--- config.mk ---
export PLATFORM = sky130hd
export DESIGN_NAME = dns_query_and_tls_sni_extractor
export DESIGN_NICKNAME = d
export VERILOG_FILES = /design/src/hw/rtl/dnssni_pkg.sv /design/src/hw/rtl/dnssni_front.sv /design/src/hw/rtl/dnssni_queue.sv /design/src/hw/rtl/dnssni_back.sv /design/src/hw/rtl/dns_query_and_tls_sni_extractor.sv
export SDC_FILE = /design/constraint.sdc
export NUM_CORES = 2
export LEC_CHECK = 0
export BUFFER_PORTS_ARGS = -buffer_cell sky130_fd_sc_hd__buf_2
export CAP_MARGIN = 0
export CORE_MARGIN = 10
export CORE_UTILIZATION = 45
export DETAILED_ROUTE_END_ITERATION = 8
export SYNTH_ARGS = -nofsm -noshare
export SYNTH_HDL_FRONTEND = slang
export SYNTH_SLANG_ARGS = --single-unit
--- constraint.sdc ---
create_clock -name clk_i -period 11.52 [get_ports clk_i]
set_clock_uncertainty 0.1 [all_clocks]
set_input_delay 2.304 -clock clk_i [delete_from_list [all_inputs] [get_ports clk_i]]
set_output_delay 2.304 -clock clk_i [all_outputs]
set_load 0.03 [all_outputs]
--- src/hw/rtl/dnssni_pkg.sv ---
// ----------------------------------------------------------------------------
// dnssni_pkg: shared types and constants
// Parse phases, result item layout and frame limits for the extractor.
// ----------------------------------------------------------------------------
`default_nettype none
package dnssni_pkg;

  localparam int unsigned MaxFrameBytes = 16384;
  localparam int unsigned QueueDepth    = 4;
  localparam int unsigned QueuePtrW     = $clog2(QueueDepth);

  typedef enum logic [4:0] {
    PhEth, PhIpHdr, PhBadIp, PhIgnore, PhErr, PhUdpHdr, PhDnsLen, PhDnsBody,
    PhDnsQt1, PhDnsQt2, PhDnsDone, PhTcpHdr, PhTcpOpt, PhTlsRec, PhTlsHello,
    PhSidLen, PhCiphHi, PhCiphLo, PhCompLen, PhExtHi, PhExtLo, PhWalkWait,
    PhWalkHdr, PhWalkBody, PhWalkDone
  } phase_e;

  typedef enum logic [1:0] {
    EvNone = 2'd0,
    EvDns  = 2'd1,
    EvTls  = 2'd2
  } event_e;

  // One result item as it travels from the front end to the output stage.
  typedef struct packed {
    logic        item_kind;
    logic [7:0]  name_byte;
    logic [1:0]  event_kind;
    logic [15:0] record_type;
    logic [2:0]  version_code;
    logic        name_valid;
    logic [14:0] name_len;
    logic        frame_error;
    logic        run_end;
  } result_t;

endpackage
`default_nettype wire

--- src/hw/rtl/dnssni_front.sv ---
// ----------------------------------------------------------------------------
// dnssni_front: frame byte parser
// Tracks position and phase per byte, produces up to two results per byte.
// ----------------------------------------------------------------------------
`default_nettype none
module dnssni_front (
  input  logic                 clk_i,
  input  logic                 rst_ni,
  input  logic                 in_take_i,
  input  logic [7:0]           data_byte_i,
  input  logic                 frame_last_i,
  output logic                 name_valid_o,
  output dnssni_pkg::result_t  name_item_o,
  output logic                 sum_valid_o,
  output dnssni_pkg::result_t  sum_item_o
);
  import dnssni_pkg::*;

  phase_e      phase_q, phase_d;
  logic [16:0] pos_q, pos_d;
  logic [5:0]  iphl_q, iphl_d;
  logic [7:0]  proto_q, proto_d;
  logic [15:0] sport_q, sport_d, dport_q, dport_d;
  logic [5:0]  tcphl_q, tcphl_d;
  logic [17:0] nfp_q, nfp_d;
  logic [7:0]  lrem_q, lrem_d, ltot_q, ltot_d;
  logic [15:0] qtype_q, qtype_d, hver_q, hver_d;
  logic [17:0] extend_q, extend_d;
  logic [15:0] etype_q, etype_d, elen_q, elen_d, hlen_q, hlen_d;
  logic [14:0] scnt_q, scnt_d;
  logic        ferr_q, ferr_d, fcand_q, fcand_d, fstr_q, fstr_d;
  logic [17:0] sorg_q, sorg_d, sneed_q, sneed_d;

  logic [7:0]  b;
  logic [17:0] pos, l4, pay, body_end, name_end, sni_name_lo;
  logic        in_range, emit, sni_emit;
  logic [7:0]  emit_ch;
  logic        err, vld;
  event_e      ev;
  logic [2:0]  ver;
  logic [15:0] rt;
  logic [14:0] scnt_n;

  assign b   = data_byte_i;
  assign pos = {1'b0, pos_q};
  assign l4  = 18'd14 + 18'(iphl_q);
  assign pay = l4 + 18'(tcphl_q);
  assign in_range = pos_q < 17'(MaxFrameBytes);
  assign body_end = nfp_q + 18'd4 + 18'(elen_q);
  assign sni_name_lo = sorg_q + 18'd9;

  always_comb begin
    phase_d = phase_q; iphl_d = iphl_q; proto_d = proto_q;
    sport_d = sport_q; dport_d = dport_q; tcphl_d = tcphl_q; nfp_d = nfp_q;
    lrem_d = lrem_q; ltot_d = ltot_q; qtype_d = qtype_q; hver_d = hver_q;
    extend_d = extend_q; etype_d = etype_q; elen_d = elen_q; hlen_d = hlen_q;
    ferr_d = ferr_q; fcand_d = fcand_q; fstr_d = fstr_q;
    sorg_d = sorg_q; sneed_d = sneed_q;
    name_end = sorg_q + 18'd9 + {2'b0, hlen_q[15:8], b};
    emit = 1'b0; emit_ch = b;
    sni_emit = (phase_q >= PhWalkWait) && fstr_q && (pos >= sni_name_lo) &&
               (pos < sni_name_lo + 18'(hlen_q));
    if (sni_emit) emit = 1'b1;
    case (phase_q)
      PhEth: begin
        if (pos == 18'd12 && b != 8'h08) phase_d = PhIgnore;
        else if (pos == 18'd13) phase_d = (b == 8'h00) ? PhIpHdr : PhIgnore;
      end
      PhIpHdr: begin
        if (pos == 18'd14) begin
          iphl_d = {b[3:0], 2'b00};
          if ({b[3:0], 2'b00} < 6'd20) phase_d = PhBadIp;
        end else begin
          if (pos == 18'd23) proto_d = b;
          if (pos == l4 - 18'd1) begin
            if (((pos == 18'd23) ? b : proto_q) == 8'd17) phase_d = PhUdpHdr;
            else if (((pos == 18'd23) ? b : proto_q) == 8'd6) phase_d = PhTcpHdr;
            else phase_d = PhIgnore;
          end
        end
      end
      PhUdpHdr: begin
        case (pos - l4)
          18'd0: sport_d = {b, 8'h00};
          18'd1: sport_d = {sport_q[15:8], b};
          18'd2: dport_d = {b, 8'h00};
          18'd3: dport_d = {dport_q[15:8], b};
          18'd19: phase_d = (sport_q == 16'd53 || dport_q == 16'd53) ? PhDnsLen
                                                                     : PhIgnore;
          default: ;
        endcase
      end
      PhDnsLen: begin
        if (b == 8'd0) begin
          phase_d = (ltot_q == 8'd0) ? PhErr : PhDnsQt1;
        end else if (b > 8'd63) begin
          phase_d = PhErr;
        end else begin
          if (ltot_q != 8'd0) begin
            emit = 1'b1; emit_ch = 8'h2e;
          end
          if (ltot_q != 8'd255) ltot_d = ltot_q + 8'd1;
          lrem_d = b;
          phase_d = PhDnsBody;
        end
      end
      PhDnsBody: begin
        emit = 1'b1;
        lrem_d = lrem_q - 8'd1;
        if (lrem_q == 8'd1) phase_d = PhDnsLen;
      end
      PhDnsQt1: begin qtype_d = {b, 8'h00}; phase_d = PhDnsQt2; end
      PhDnsQt2: begin qtype_d = {qtype_q[15:8], b}; phase_d = PhDnsDone; end
      PhTcpHdr: begin
        if (pos - l4 == 18'd12) tcphl_d = {b[7:4], 2'b00};
        else if (pos - l4 == 18'd19) begin
          if (tcphl_q < 6'd20) phase_d = PhIgnore;
          else phase_d = (tcphl_q == 6'd20) ? PhTlsRec : PhTcpOpt;
        end
      end
      PhTcpOpt: if (pos == pay - 18'd1) phase_d = PhTlsRec;
      PhTlsRec: begin
        if (pos == pay && b != 8'd22) phase_d = PhIgnore;
        else if (pos == pay + 18'd5 && b != 8'd1) phase_d = PhIgnore;
        else if (pos == pay + 18'd8) phase_d = PhTlsHello;
      end
      PhTlsHello: begin
        if (pos == pay + 18'd9) hver_d = {b, 8'h00};
        else if (pos == pay + 18'd10) hver_d = {hver_q[15:8], b};
        else if (pos == pay + 18'd42) begin
          nfp_d = pos + 18'd1; phase_d = PhSidLen;
        end
      end
      PhSidLen: if (pos == nfp_q) begin
        nfp_d = pos + 18'd1 + 18'(b); phase_d = PhCiphHi;
      end
      PhCiphHi: if (pos == nfp_q) begin
        elen_d = {b, 8'h00}; phase_d = PhCiphLo;
      end
      PhCiphLo: begin
        elen_d = {elen_q[15:8], b};
        nfp_d = nfp_q + 18'd2 + {2'b0, elen_q[15:8], b};
        phase_d = PhCompLen;
      end
      PhCompLen: if (pos == nfp_q) begin
        nfp_d = pos + 18'd1 + 18'(b); phase_d = PhExtHi;
      end
      PhExtHi: if (pos == nfp_q) begin
        elen_d = {b, 8'h00}; phase_d = PhExtLo;
      end
      PhExtLo: begin
        elen_d = {elen_q[15:8], b};
        nfp_d = pos + 18'd1;
        extend_d = pos + 18'd1 + {2'b0, elen_q[15:8], b};
        phase_d = PhWalkWait;
      end
      PhWalkWait: if (pos == nfp_q) begin
        if (nfp_q + 18'd4 > extend_q) phase_d = PhWalkDone;
        else begin
          etype_d = {b, 8'h00}; phase_d = PhWalkHdr;
        end
      end
      PhWalkHdr: begin
        if (pos == nfp_q + 18'd1) etype_d = {etype_q[15:8], b};
        else if (pos == nfp_q + 18'd2) elen_d = {b, 8'h00};
        else if (pos == nfp_q + 18'd3) begin
          elen_d = {elen_q[15:8], b};
          if (nfp_q + 18'd4 + {2'b0, elen_q[15:8], b} > extend_q) begin
            ferr_d = 1'b1; phase_d = PhWalkDone;
          end else begin
            if (etype_q == 16'd0 && {elen_q[15:8], b} >= 16'd5 && !fcand_q) begin
              fcand_d = 1'b1; sorg_d = nfp_q;
            end
            if ({elen_q[15:8], b} == 16'd0) begin
              nfp_d = nfp_q + 18'd4; phase_d = PhWalkWait;
            end else phase_d = PhWalkBody;
          end
        end
      end
      PhWalkBody: begin
        if (fcand_q && sorg_q == nfp_q) begin
          if (pos == sorg_q + 18'd7) hlen_d = {b, 8'h00};
          else if (pos == sorg_q + 18'd8) begin
            hlen_d = {hlen_q[15:8], b};
            if (name_end <= extend_q) begin
              fstr_d = 1'b1;
              sneed_d = (name_end > body_end) ? name_end : body_end;
            end
          end
        end
        if (pos == body_end - 18'd1) begin
          nfp_d = pos + 18'd1; phase_d = PhWalkWait;
        end
      end
      default: ;
    endcase
    if (!in_range) begin
      emit = 1'b0;
      phase_d = phase_q; iphl_d = iphl_q; proto_d = proto_q;
      sport_d = sport_q; dport_d = dport_q; tcphl_d = tcphl_q; nfp_d = nfp_q;
      lrem_d = lrem_q; ltot_d = ltot_q; qtype_d = qtype_q; hver_d = hver_q;
      extend_d = extend_q; etype_d = etype_q; elen_d = elen_q; hlen_d = hlen_q;
      ferr_d = ferr_q; fcand_d = fcand_q; fstr_d = fstr_q;
      sorg_d = sorg_q; sneed_d = sneed_q;
    end
  end

  assign scnt_n = (emit && scnt_q != 15'h7fff) ? scnt_q + 15'd1 : scnt_q;
  assign pos_d  = in_range ? pos_q + 17'd1 : pos_q;

  // Summary uses the state after this byte was consumed.
  always_comb begin
    err = 1'b0; vld = 1'b0; ev = EvNone; ver = 3'd0; rt = 16'd0;
    if (pos_d >= 17'd34) begin
      case (phase_d)
        PhIpHdr, PhBadIp, PhUdpHdr, PhTcpHdr, PhTlsHello, PhErr, PhDnsLen,
        PhDnsBody, PhDnsQt1, PhDnsQt2: err = 1'b1;
        PhDnsDone: begin
          ev = EvDns; vld = 1'b1; rt = qtype_d;
        end
        PhWalkWait, PhWalkHdr, PhWalkBody, PhWalkDone: begin
          ev = EvTls;
          err = ferr_d;
          if (phase_d == PhWalkWait && {1'b0, pos_d} < nfp_d) err = 1'b1;
          if (phase_d == PhWalkBody &&
              {1'b0, pos_d} < nfp_d + 18'd4 + 18'(elen_d)) err = 1'b1;
          vld = fstr_d && ({1'b0, pos_d} >= sneed_d);
          if (hver_d >= 16'h0301 && hver_d <= 16'h0304) ver = hver_d[2:0];
        end
        default: ;
      endcase
    end
  end

  always_comb begin
    name_item_o = '0;
    name_item_o.name_byte = emit_ch;
    name_valid_o = in_take_i && emit;
    sum_item_o = '0;
    sum_item_o.item_kind    = 1'b1;
    sum_item_o.event_kind   = ev;
    sum_item_o.record_type  = rt;
    sum_item_o.version_code = ver;
    sum_item_o.name_valid   = vld;
    sum_item_o.name_len     = scnt_n;
    sum_item_o.frame_error  = err;
    sum_item_o.run_end      = 1'b1;
    sum_valid_o = in_take_i && frame_last_i;
  end

  always_ff @(posedge clk_i or negedge rst_ni) begin
    if (!rst_ni) begin
      phase_q <= PhEth; pos_q <= '0; iphl_q <= '0; proto_q <= '0;
      sport_q <= '0; dport_q <= '0; tcphl_q <= '0; nfp_q <= '0;
      lrem_q <= '0; ltot_q <= '0; qtype_q <= '0; hver_q <= '0;
      extend_q <= '0; etype_q <= '0; elen_q <= '0; hlen_q <= '0;
      scnt_q <= '0; ferr_q <= 1'b0; fcand_q <= 1'b0; fstr_q <= 1'b0;
      sorg_q <= '0; sneed_q <= '0;
    end else if (in_take_i) begin
      if (frame_last_i) begin
        phase_q <= PhEth; pos_q <= '0; iphl_q <= '0; proto_q <= '0;
        sport_q <= '0; dport_q <= '0; tcphl_q <= '0; nfp_q <= '0;
        lrem_q <= '0; ltot_q <= '0; qtype_q <= '0; hver_q <= '0;
        extend_q <= '0; etype_q <= '0; elen_q <= '0; hlen_q <= '0;
        scnt_q <= '0; ferr_q <= 1'b0; fcand_q <= 1'b0; fstr_q <= 1'b0;
        sorg_q <= '0; sneed_q <= '0;
      end else begin
        phase_q <= phase_d; pos_q <= pos_d; iphl_q <= iphl_d; proto_q <= proto_d;
        sport_q <= sport_d; dport_q <= dport_d; tcphl_q <= tcphl_d; nfp_q <= nfp_d;
        lrem_q <= lrem_d; ltot_q <= ltot_d; qtype_q <= qtype_d; hver_q <= hver_d;
        extend_q <= extend_d; etype_q <= etype_d; elen_q <= elen_d; hlen_q <= hlen_d;
        scnt_q <= scnt_n; ferr_q <= ferr_d; fcand_q <= fcand_d; fstr_q <= fstr_d;
        sorg_q <= sorg_d; sneed_q <= sneed_d;
      end
    end
  end

  assert property (@(posedge clk_i) disable iff (!rst_ni)
    (in_take_i && frame_last_i) |=> (pos_q == '0 && phase_q == PhEth))
    else $error("frame state not cleared after last byte");
  assert property (@(posedge clk_i) disable iff (!rst_ni)
    pos_q <= 17'(MaxFrameBytes))
    else $error("byte position beyond frame limit");
  assert property (@(posedge clk_i) disable iff (!rst_ni)
    (fstr_q |-> fcand_q))
    else $error("streaming without a server name candidate");

endmodule
`default_nettype wire

--- src/hw/rtl/dnssni_queue.sv ---
// ----------------------------------------------------------------------------
// dnssni_queue: result queue
// Small FIFO taking up to two results per cycle, handing one per cycle when the reader takes it.
// ----------------------------------------------------------------------------
`default_nettype none
module dnssni_queue (
  input  logic                clk_i,
  input  logic                rst_ni,
  input  logic                wr_a_i,
  input  dnssni_pkg::result_t data_a_i,
  input  logic                wr_b_i,
  input  dnssni_pkg::result_t data_b_i,
  output logic                room_o,
  output logic                rd_valid_o,
  output dnssni_pkg::result_t rd_data_o,
  input  logic                rd_take_i
);
  import dnssni_pkg::*;

  result_t              mem_q [QueueDepth];
  logic [QueuePtrW-1:0] wp_q, rp_q;
  logic [QueuePtrW:0]   cnt_q, cnt_d;
  logic [QueuePtrW-1:0] wp_b;
  logic [1:0]           nwr;

  assign nwr   = {1'b0, wr_a_i} + {1'b0, wr_b_i};
  assign wp_b  = wr_a_i ? wp_q + QueuePtrW'(1) : wp_q;
  assign cnt_d = cnt_q + (QueuePtrW+1)'(nwr) - (QueuePtrW+1)'(rd_take_i);
  // Accept a byte only when two free slots remain.
  assign room_o     = cnt_q <= (QueuePtrW+1)'(QueueDepth - 2);
  assign rd_valid_o = cnt_q != '0;
  assign rd_data_o  = mem_q[rp_q];

  always_ff @(posedge clk_i) begin
    if (wr_a_i) mem_q[wp_q] <= data_a_i;
    if (wr_b_i) mem_q[wp_b] <= data_b_i;
  end

  always_ff @(posedge clk_i or negedge rst_ni) begin
    if (!rst_ni) begin
      wp_q <= '0; rp_q <= '0; cnt_q <= '0;
    end else begin
      wp_q  <= wp_q + QueuePtrW'(nwr);
      if (rd_take_i) rp_q <= rp_q + QueuePtrW'(1);
      cnt_q <= cnt_d;
    end
  end

  assert property (@(posedge clk_i) disable iff (!rst_ni)
    cnt_q <= (QueuePtrW+1)'(QueueDepth))
    else $error("queue overflow");
  assert property (@(posedge clk_i) disable iff (!rst_ni)
    rd_take_i |-> rd_valid_o)
    else $error("read from empty queue");
  assert property (@(posedge clk_i) disable iff (!rst_ni)
    (wr_a_i || wr_b_i) |-> room_o)
    else $error("write without room");

endmodule
`default_nettype wire

--- src/hw/rtl/dnssni_back.sv ---
// ----------------------------------------------------------------------------
// dnssni_back: output stage
// Registers one result, stamps the error total on summaries.
// ----------------------------------------------------------------------------
`default_nettype none
module dnssni_back (
  input  logic                clk_i,
  input  logic                rst_ni,
  input  logic                q_valid_i,
  input  dnssni_pkg::result_t q_data_i,
  output logic                q_take_o,
  output logic                out_valid_o,
  input  logic                out_stall_i,
  output dnssni_pkg::result_t out_data_o,
  output logic [15:0]         error_total_o
);
  import dnssni_pkg::*;

  logic        vld_q;
  result_t     data_q;
  logic [15:0] ecnt_q, tot_q;
  logic        load;

  assign load     = q_valid_i && (!vld_q || !out_stall_i);
  assign q_take_o = load;

  always_ff @(posedge clk_i or negedge rst_ni) begin
    if (!rst_ni) begin
      vld_q <= 1'b0; ecnt_q <= '0; tot_q <= '0;
    end else begin
      if (load) begin
        vld_q <= 1'b1;
        if (q_data_i.item_kind) begin
          if (q_data_i.frame_error && ecnt_q != 16'hffff) begin
            ecnt_q <= ecnt_q + 16'd1;
            tot_q  <= ecnt_q + 16'd1;
          end else begin
            tot_q <= ecnt_q;
          end
        end else begin
          tot_q <= '0;
        end
      end else if (!out_stall_i) begin
        vld_q <= 1'b0;
      end
    end
  end

  always_ff @(posedge clk_i) begin
    if (load) data_q <= q_data_i;
  end

  assign out_valid_o   = vld_q;
  assign out_data_o    = data_q;
  assign error_total_o = tot_q;

  assert property (@(posedge clk_i) disable iff (!rst_ni)
    (vld_q && !data_q.item_kind) |-> tot_q == '0)
    else $error("error total on a name byte");
  assert property (@(posedge clk_i) disable iff (!rst_ni)
    (vld_q && data_q.item_kind) |-> tot_q <= ecnt_q)
    else $error("error total ahead of counter");
  assert property (@(posedge clk_i) disable iff (!rst_ni)
    $past(ecnt_q) <= ecnt_q || !$past(rst_ni))
    else $error("error counter went backward");

endmodule
`default_nettype wire

--- src/hw/rtl/dns_query_and_tls_sni_extractor.sv ---
// ----------------------------------------------------------------------------
// dns_query_and_tls_sni_extractor: DNS query name and TLS SNI extractor
// Streams the DNS question name or TLS server name of Ethernet frames and
// closes each frame with a summary item.
// ----------------------------------------------------------------------------
// Input channel: one frame byte per transfer (data_byte_i, frame_last_i),
// accepted when in_valid_i is high and in_stall_o is low. Output channel:
// one result per transfer, accepted when out_valid_o is high and
// out_stall_i is low. Each byte gives zero or one name byte, and the last
// byte of a frame is followed by one summary item with run_end_o set.
// Throughput: one byte per cycle as long as the output keeps up; the front
// parser handles each byte as it is taken and the output stage hands one
// result per cycle while out_stall_i is low. A byte that yields both a name
// byte and a summary puts two results in the queue. Each result is queued
// when its byte transfers and is then loaded into the output register that
// drives out_valid_o; output stalls or older queued results hold it back.
// A four-entry queue separates parser and output; the input is stalled
// while fewer than two slots are free, so a stalled receiver backs up into
// the input without losing results. Reset clears the parser, the queue and
// the error counter; no clearing pass is needed.
// ----------------------------------------------------------------------------
`default_nettype none
module dns_query_and_tls_sni_extractor (
  input  logic        clk_i,
  input  logic        rst_ni,
  input  logic        in_valid_i,
  output logic        in_stall_o,
  input  logic [7:0]  data_byte_i,
  input  logic        frame_last_i,
  output logic        out_valid_o,
  input  logic        out_stall_i,
  output logic        item_kind_o,
  output logic [7:0]  name_byte_o,
  output logic [1:0]  event_kind_o,
  output logic [15:0] record_type_o,
  output logic [2:0]  version_code_o,
  output logic        name_valid_o,
  output logic [14:0] name_len_o,
  output logic        frame_error_o,
  output logic [15:0] error_total_o,
  output logic        run_end_o
);
  import dnssni_pkg::*;

  logic    room, take;
  logic    nm_v, sm_v, q_v, q_take;
  result_t nm_d, sm_d, q_d, o_d;

  // Take a byte when the queue can absorb its worst-case two results.
  assign in_stall_o = !room;
  assign take       = in_valid_i && room;

  dnssni_front u_front (
    .clk_i, .rst_ni,
    .in_take_i(take), .data_byte_i, .frame_last_i,
    .name_valid_o(nm_v), .name_item_o(nm_d),
    .sum_valid_o(sm_v), .sum_item_o(sm_d)
  );

  dnssni_queue u_queue (
    .clk_i, .rst_ni,
    .wr_a_i(nm_v), .data_a_i(nm_d),
    .wr_b_i(sm_v), .data_b_i(sm_d),
    .room_o(room),
    .rd_valid_o(q_v), .rd_data_o(q_d), .rd_take_i(q_take)
  );

  dnssni_back u_back (
    .clk_i, .rst_ni,
    .q_valid_i(q_v), .q_data_i(q_d), .q_take_o(q_take),
    .out_valid_o, .out_stall_i, .out_data_o(o_d), .error_total_o
  );

  assign item_kind_o    = o_d.item_kind;
  assign name_byte_o    = o_d.name_byte;
  assign event_kind_o   = o_d.event_kind;
  assign record_type_o  = o_d.record_type;
  assign version_code_o = o_d.version_code;
  assign name_valid_o   = o_d.name_valid;
  assign name_len_o     = o_d.name_len;
  assign frame_error_o  = o_d.frame_error;
  assign run_end_o      = o_d.run_end;

endmodule
`default_nettype wire

==> run_results.csv <==
group,metric,value,unit
sta,final_max_slew_viol_count,6,
die,core_area,88400,sq um
yosys,synth_flop_cell,"dfrtp_1",
cells_and_area,fin_area,44400,sq um
critical_path,critPathMostFrequentCell,"a21oi_2",
critical_path,critPathLaunchType,"input port",
global_route,grt_start_max_net_pins,68,
critical_path,cp-end-kind,"register",
clock_tree,clk_latency,0.68,ns
critical_path,crit_family,"compound AO/OA/AOI/OAI gates",
cells_and_area,fill_cells,8268,
critical_path,cpPeakStageDelay,0.57,ns
sta,tightest_slew,1.51,ns
pwr,p_leak,18.9,nW
die,die_area,102000,sq um
cells_and_area,drive_gt1_share,12.6,%
sta,max_slew_margin,-1.24,%
placed_design,dp_slack,-0.329,ns
global_route,first_global_vias,34100,
critical_path,crit_required,11.82,ns
yosys,synth.yosys.warnings,0,
pwr,power_density,203,nW/um^2
placed_design,port_buffers,78,
flow_run,drv_cap,1,
die,die_h,319,microns
route,avgViaCountPerCell,6.31,
yosys,syn-instance-count,4373,
critical_path,crit_type,"input port to register",
route,wl_per_cell,26.9,microns
die,fp.dieW,319,microns
route,drtIter0Drc,4190,
clock_tree,cts_max_level,2,
die,io_pins,79,
yosys,ys_async_sr_fraction,55.7,%
run_status,status,"finished, violations left",
global_route,grt_antenna_before_repair,3,
critical_path,slowest_stage,"or4_4",
clock_tree,clock_sinks,531,
placed_design,postPlaceCellArea,42400,sq um
die,placement_rows,109,
clock_tree,clk_path_buf_depth,3,
yosys,synth_edf_count,199,
pwr,ir_drop,0.000201,V
sta,max_freq,91.6,MHz
cells_and_area,syn2layout_area_growth,10.8,%
global_route,grt_usage,28.9,%
sta,finalCritPeriodShare,94.7,%
yosys,yosysSeqAreaShare,35.1,%
critical_path,crit_path_max_fanout,4,
route,postRouteAntennaNets,0,
clock_tree,cts_tree,"done",
yosys,syn-num-nets,4709,
placed_design,gp_congestion,1.06,
cells_and_area,post-route-util,50.3,%
yosys,syn_area,40100,sq um
route,first_pass_iters,7,
critical_path,arrival,11.21,ns
global_route,grt_pass1_wl,226,mm
sta,setup_ws,0.606,ns
clock_tree,path_clk_slew,0.06,ns
sta,post-route-min-period,10.91,ns
route,vias,35700,
clock_tree,cts_buffers,61,
clock_tree,cts_root_buf,"clkbuf_16",
placed_design,dp_hpwl,112,mm
sta,setup_viol,0,
critical_path,ff2ff_setup_slack,0.93,ns
global_route,gr-total-overflow,0,
hold_path,hp-class,"register to register",
die,start_util,45.4,%
run_status,violations,"max-capacitance violations, max-slew violations",
sta,finalHoldViolations,0,
yosys,synth_cell_types,122,
sta,rsz0062_at_grt,"false",
cells_and_area,nets,4784,
route,wl,152,mm
yosys,syn_area_per_cell,9.18,sq um
yosys,ys_ff_latch,531,
critical_path,cp_num_buf_inv,6,
route,drc,0,
==> per-layer routing <==
metal | wire length [microns] | vias up | track usage [%]
li1 | - | 16100 | -
met1 | 60700 | 17300 | 36.7
met2 | 65700 | 1879 | 44.1
met3 | 15700 | 486 | 7.84
met4 | 10200 | 4 | 16.0
met5 | 24 | - | 0
==> per-stage QoR <==
stage	instances	hold slack [ns]	setup TNS, ns	total power, mW
2_1_floorplan	4373	0.319	0	5.65
3_3_place_gp	5549	0.328	-0.670	6.97
3_5_place_dp	5549	0.332	-1.29	7.00
4_1_cts	5663	0.341	0	8.95
5_1_grt	5664	0.380	0	9.53
6_report	5665	0.341	0	9.02
==> cell usage after synthesis (22+ instances only) <==
cell	instances	area share [%]
mux4_2	48	2.7
a22oi_1	23	0.43
mux2_2	27	0.76
nand2b_1	39	0.61
o22ai_1	30	0.47
and2_1	29	0.45
a31oi_1	22	0.34
o21ai_0	280	3.5
edfxtp_1	199	15
a22o_1	60	1.3
nor2b_1	49	0.76
ha_1	313	9.8
and3_1	45	0.70
nand2_1	401	3.8
mux2i_1	88	2.2
clkbuf_1	186	1.7
nor2_1	411	3.8
o211ai_1	26	0.49
nor4_1	41	0.64
nand4_1	90	1.4
a21o_1	89	1.7
buf_2	30	0.37
dfrtp_1	296	18
a211oi_1	44	0.82
xor2_1	139	3.0
o31ai_1	42	0.79
nor3_1	94	1.2
xnor2_1	220	4.8
buf_1	25	0.23
a21oi_1	208	2.6
dfxtp_1	36	1.8
or3_1	26	0.41
o21a_1	36	0.67
inv_1	192	1.8
nand3_1	104	1.3
==> power breakdown <==
group | internal (mW) | switching (mW) | total (mW)
logic | 1.71 | 2.87 | 4.58
registers | 2.24 | 0.265 | 2.50
clock network | 1.07 | 0.865 | 1.94
==> area by class of cell <==
type | instances | area (sq um) | share of cell area [%]
Antenna cell | 1 | 2.50 | 0.00563
Clock buffer | 76 | 1650 | 3.72
Timing Repair Buffer | 267 | 1820 | 4.09
Inverter | 197 | 747 | 1.68
Multi-Input combinational cell | 3390 | 24300 | 54.7
Clock inverter | 38 | 340 | 0.766
Tap cell | 1165 | 1460 | 3.28
Sequential cell | 531 | 14100 | 31.7
==> state kept, by name, indices dropped and copies added, names as in the netlist, 4 cells and up <==
| register | cells |
|---|---|
| u_front.iphl_q | 4 |
| u_front.dport_q | 16 |
| u_front.ltot_q | 8 |
| u_front.proto_q | 8 |
| u_front.lrem_q | 8 |
| u_front.extend_q | 18 |
| u_front.sorg_q | 18 |
| u_front.hlen_q | 16 |
| u_front.sneed_q | 18 |
| u_front.tcphl_q | 4 |
| u_front.hver_q | 16 |
| u_back.out_data_o | 47 |
| u_front.scnt_q | 15 |
| u_front.nfp_q | 18 |
| u_front.sport_q | 16 |
| u_front.qtype_q | 16 |
| u_back.error_total_o | 16 |
| u_queue.mem_q | 188 |
| u_back.ecnt_q | 16 |
| u_front.pos_q | 17 |
| u_front.elen_q | 16 |
| u_front.phase_q | 5 |
| u_front.etype_q | 16 |
==> cells by family (layout without fill, tap and decap cells) <==
family / after synthesis / in the layout / synth area share, %
buffers and inverters: 452 / 578 / 4.56
AO/OA/AOI/OAI: 1081 / 1081 / 18.3
adder cells (fa/ha/maj): 323 / 323 / 10.3
other: 0 / 1 / 0
flip-flops: 531 / 531 / 35.1
XOR/XNOR: 370 / 370 / 8.41
AND/OR/NAND/NOR: 1453 / 1453 / 17.7
multiplexers: 163 / 163 / 5.65
==> path summary, 6_finish.rpt <==
check / startpoint / end / cells after the start
max in group asynchronous: rst_ni / u_front.lrem_q[4] / 3
worst min register to register: u_queue.mem_q[3][0] / u_queue.mem_q[3][0] / 2
worst min-delay path: u_queue.mem_q[3][0] / u_queue.mem_q[3][0] / 2
worst max register to register: u_front.nfp_q[5] / u_queue.mem_q[3][1] / 48
worst max-delay path: data_byte_i[1] / u_queue.mem_q[3][1] / 54
min in group asynchronous: rst_ni / u_queue.rp_q[1] / 1
==> what timing repair did <==
action                                  CTS  global route
hold buffers                              0             0
buffers inserted                          0             1
gates resized for setup                   0            16
endpoints found under the setup margin    0             4
==> worst min-delay path: stages (launching register included) <==
cell	delay, ns
dfxtp_1	0.31
nand2_1	0.05
nand2_1	0.04
==> layout by cell type, fill, tap and decap left out, drive strengths merged, types with 31 or more instances in the layout <==
cell and n:
nor2b 49, mux2i 88, dfrtp 296, o21a 37
and2 31, and3 45, dfxtp 36, a22o 61
ha 313, a211oi 48, buf 267, o31ai 42
nor3 97, nor2 421, nor4 46, a21o 89
inv 197, nand2 406, xnor2 224, clkbuf 76
o21ai 288, nand3 105, nand4 91, mux4 48
edfxtp 199, a21oi 213, nand2b 39, xor2 140
No activity file was read; power rests on OpenSTA's default activity.
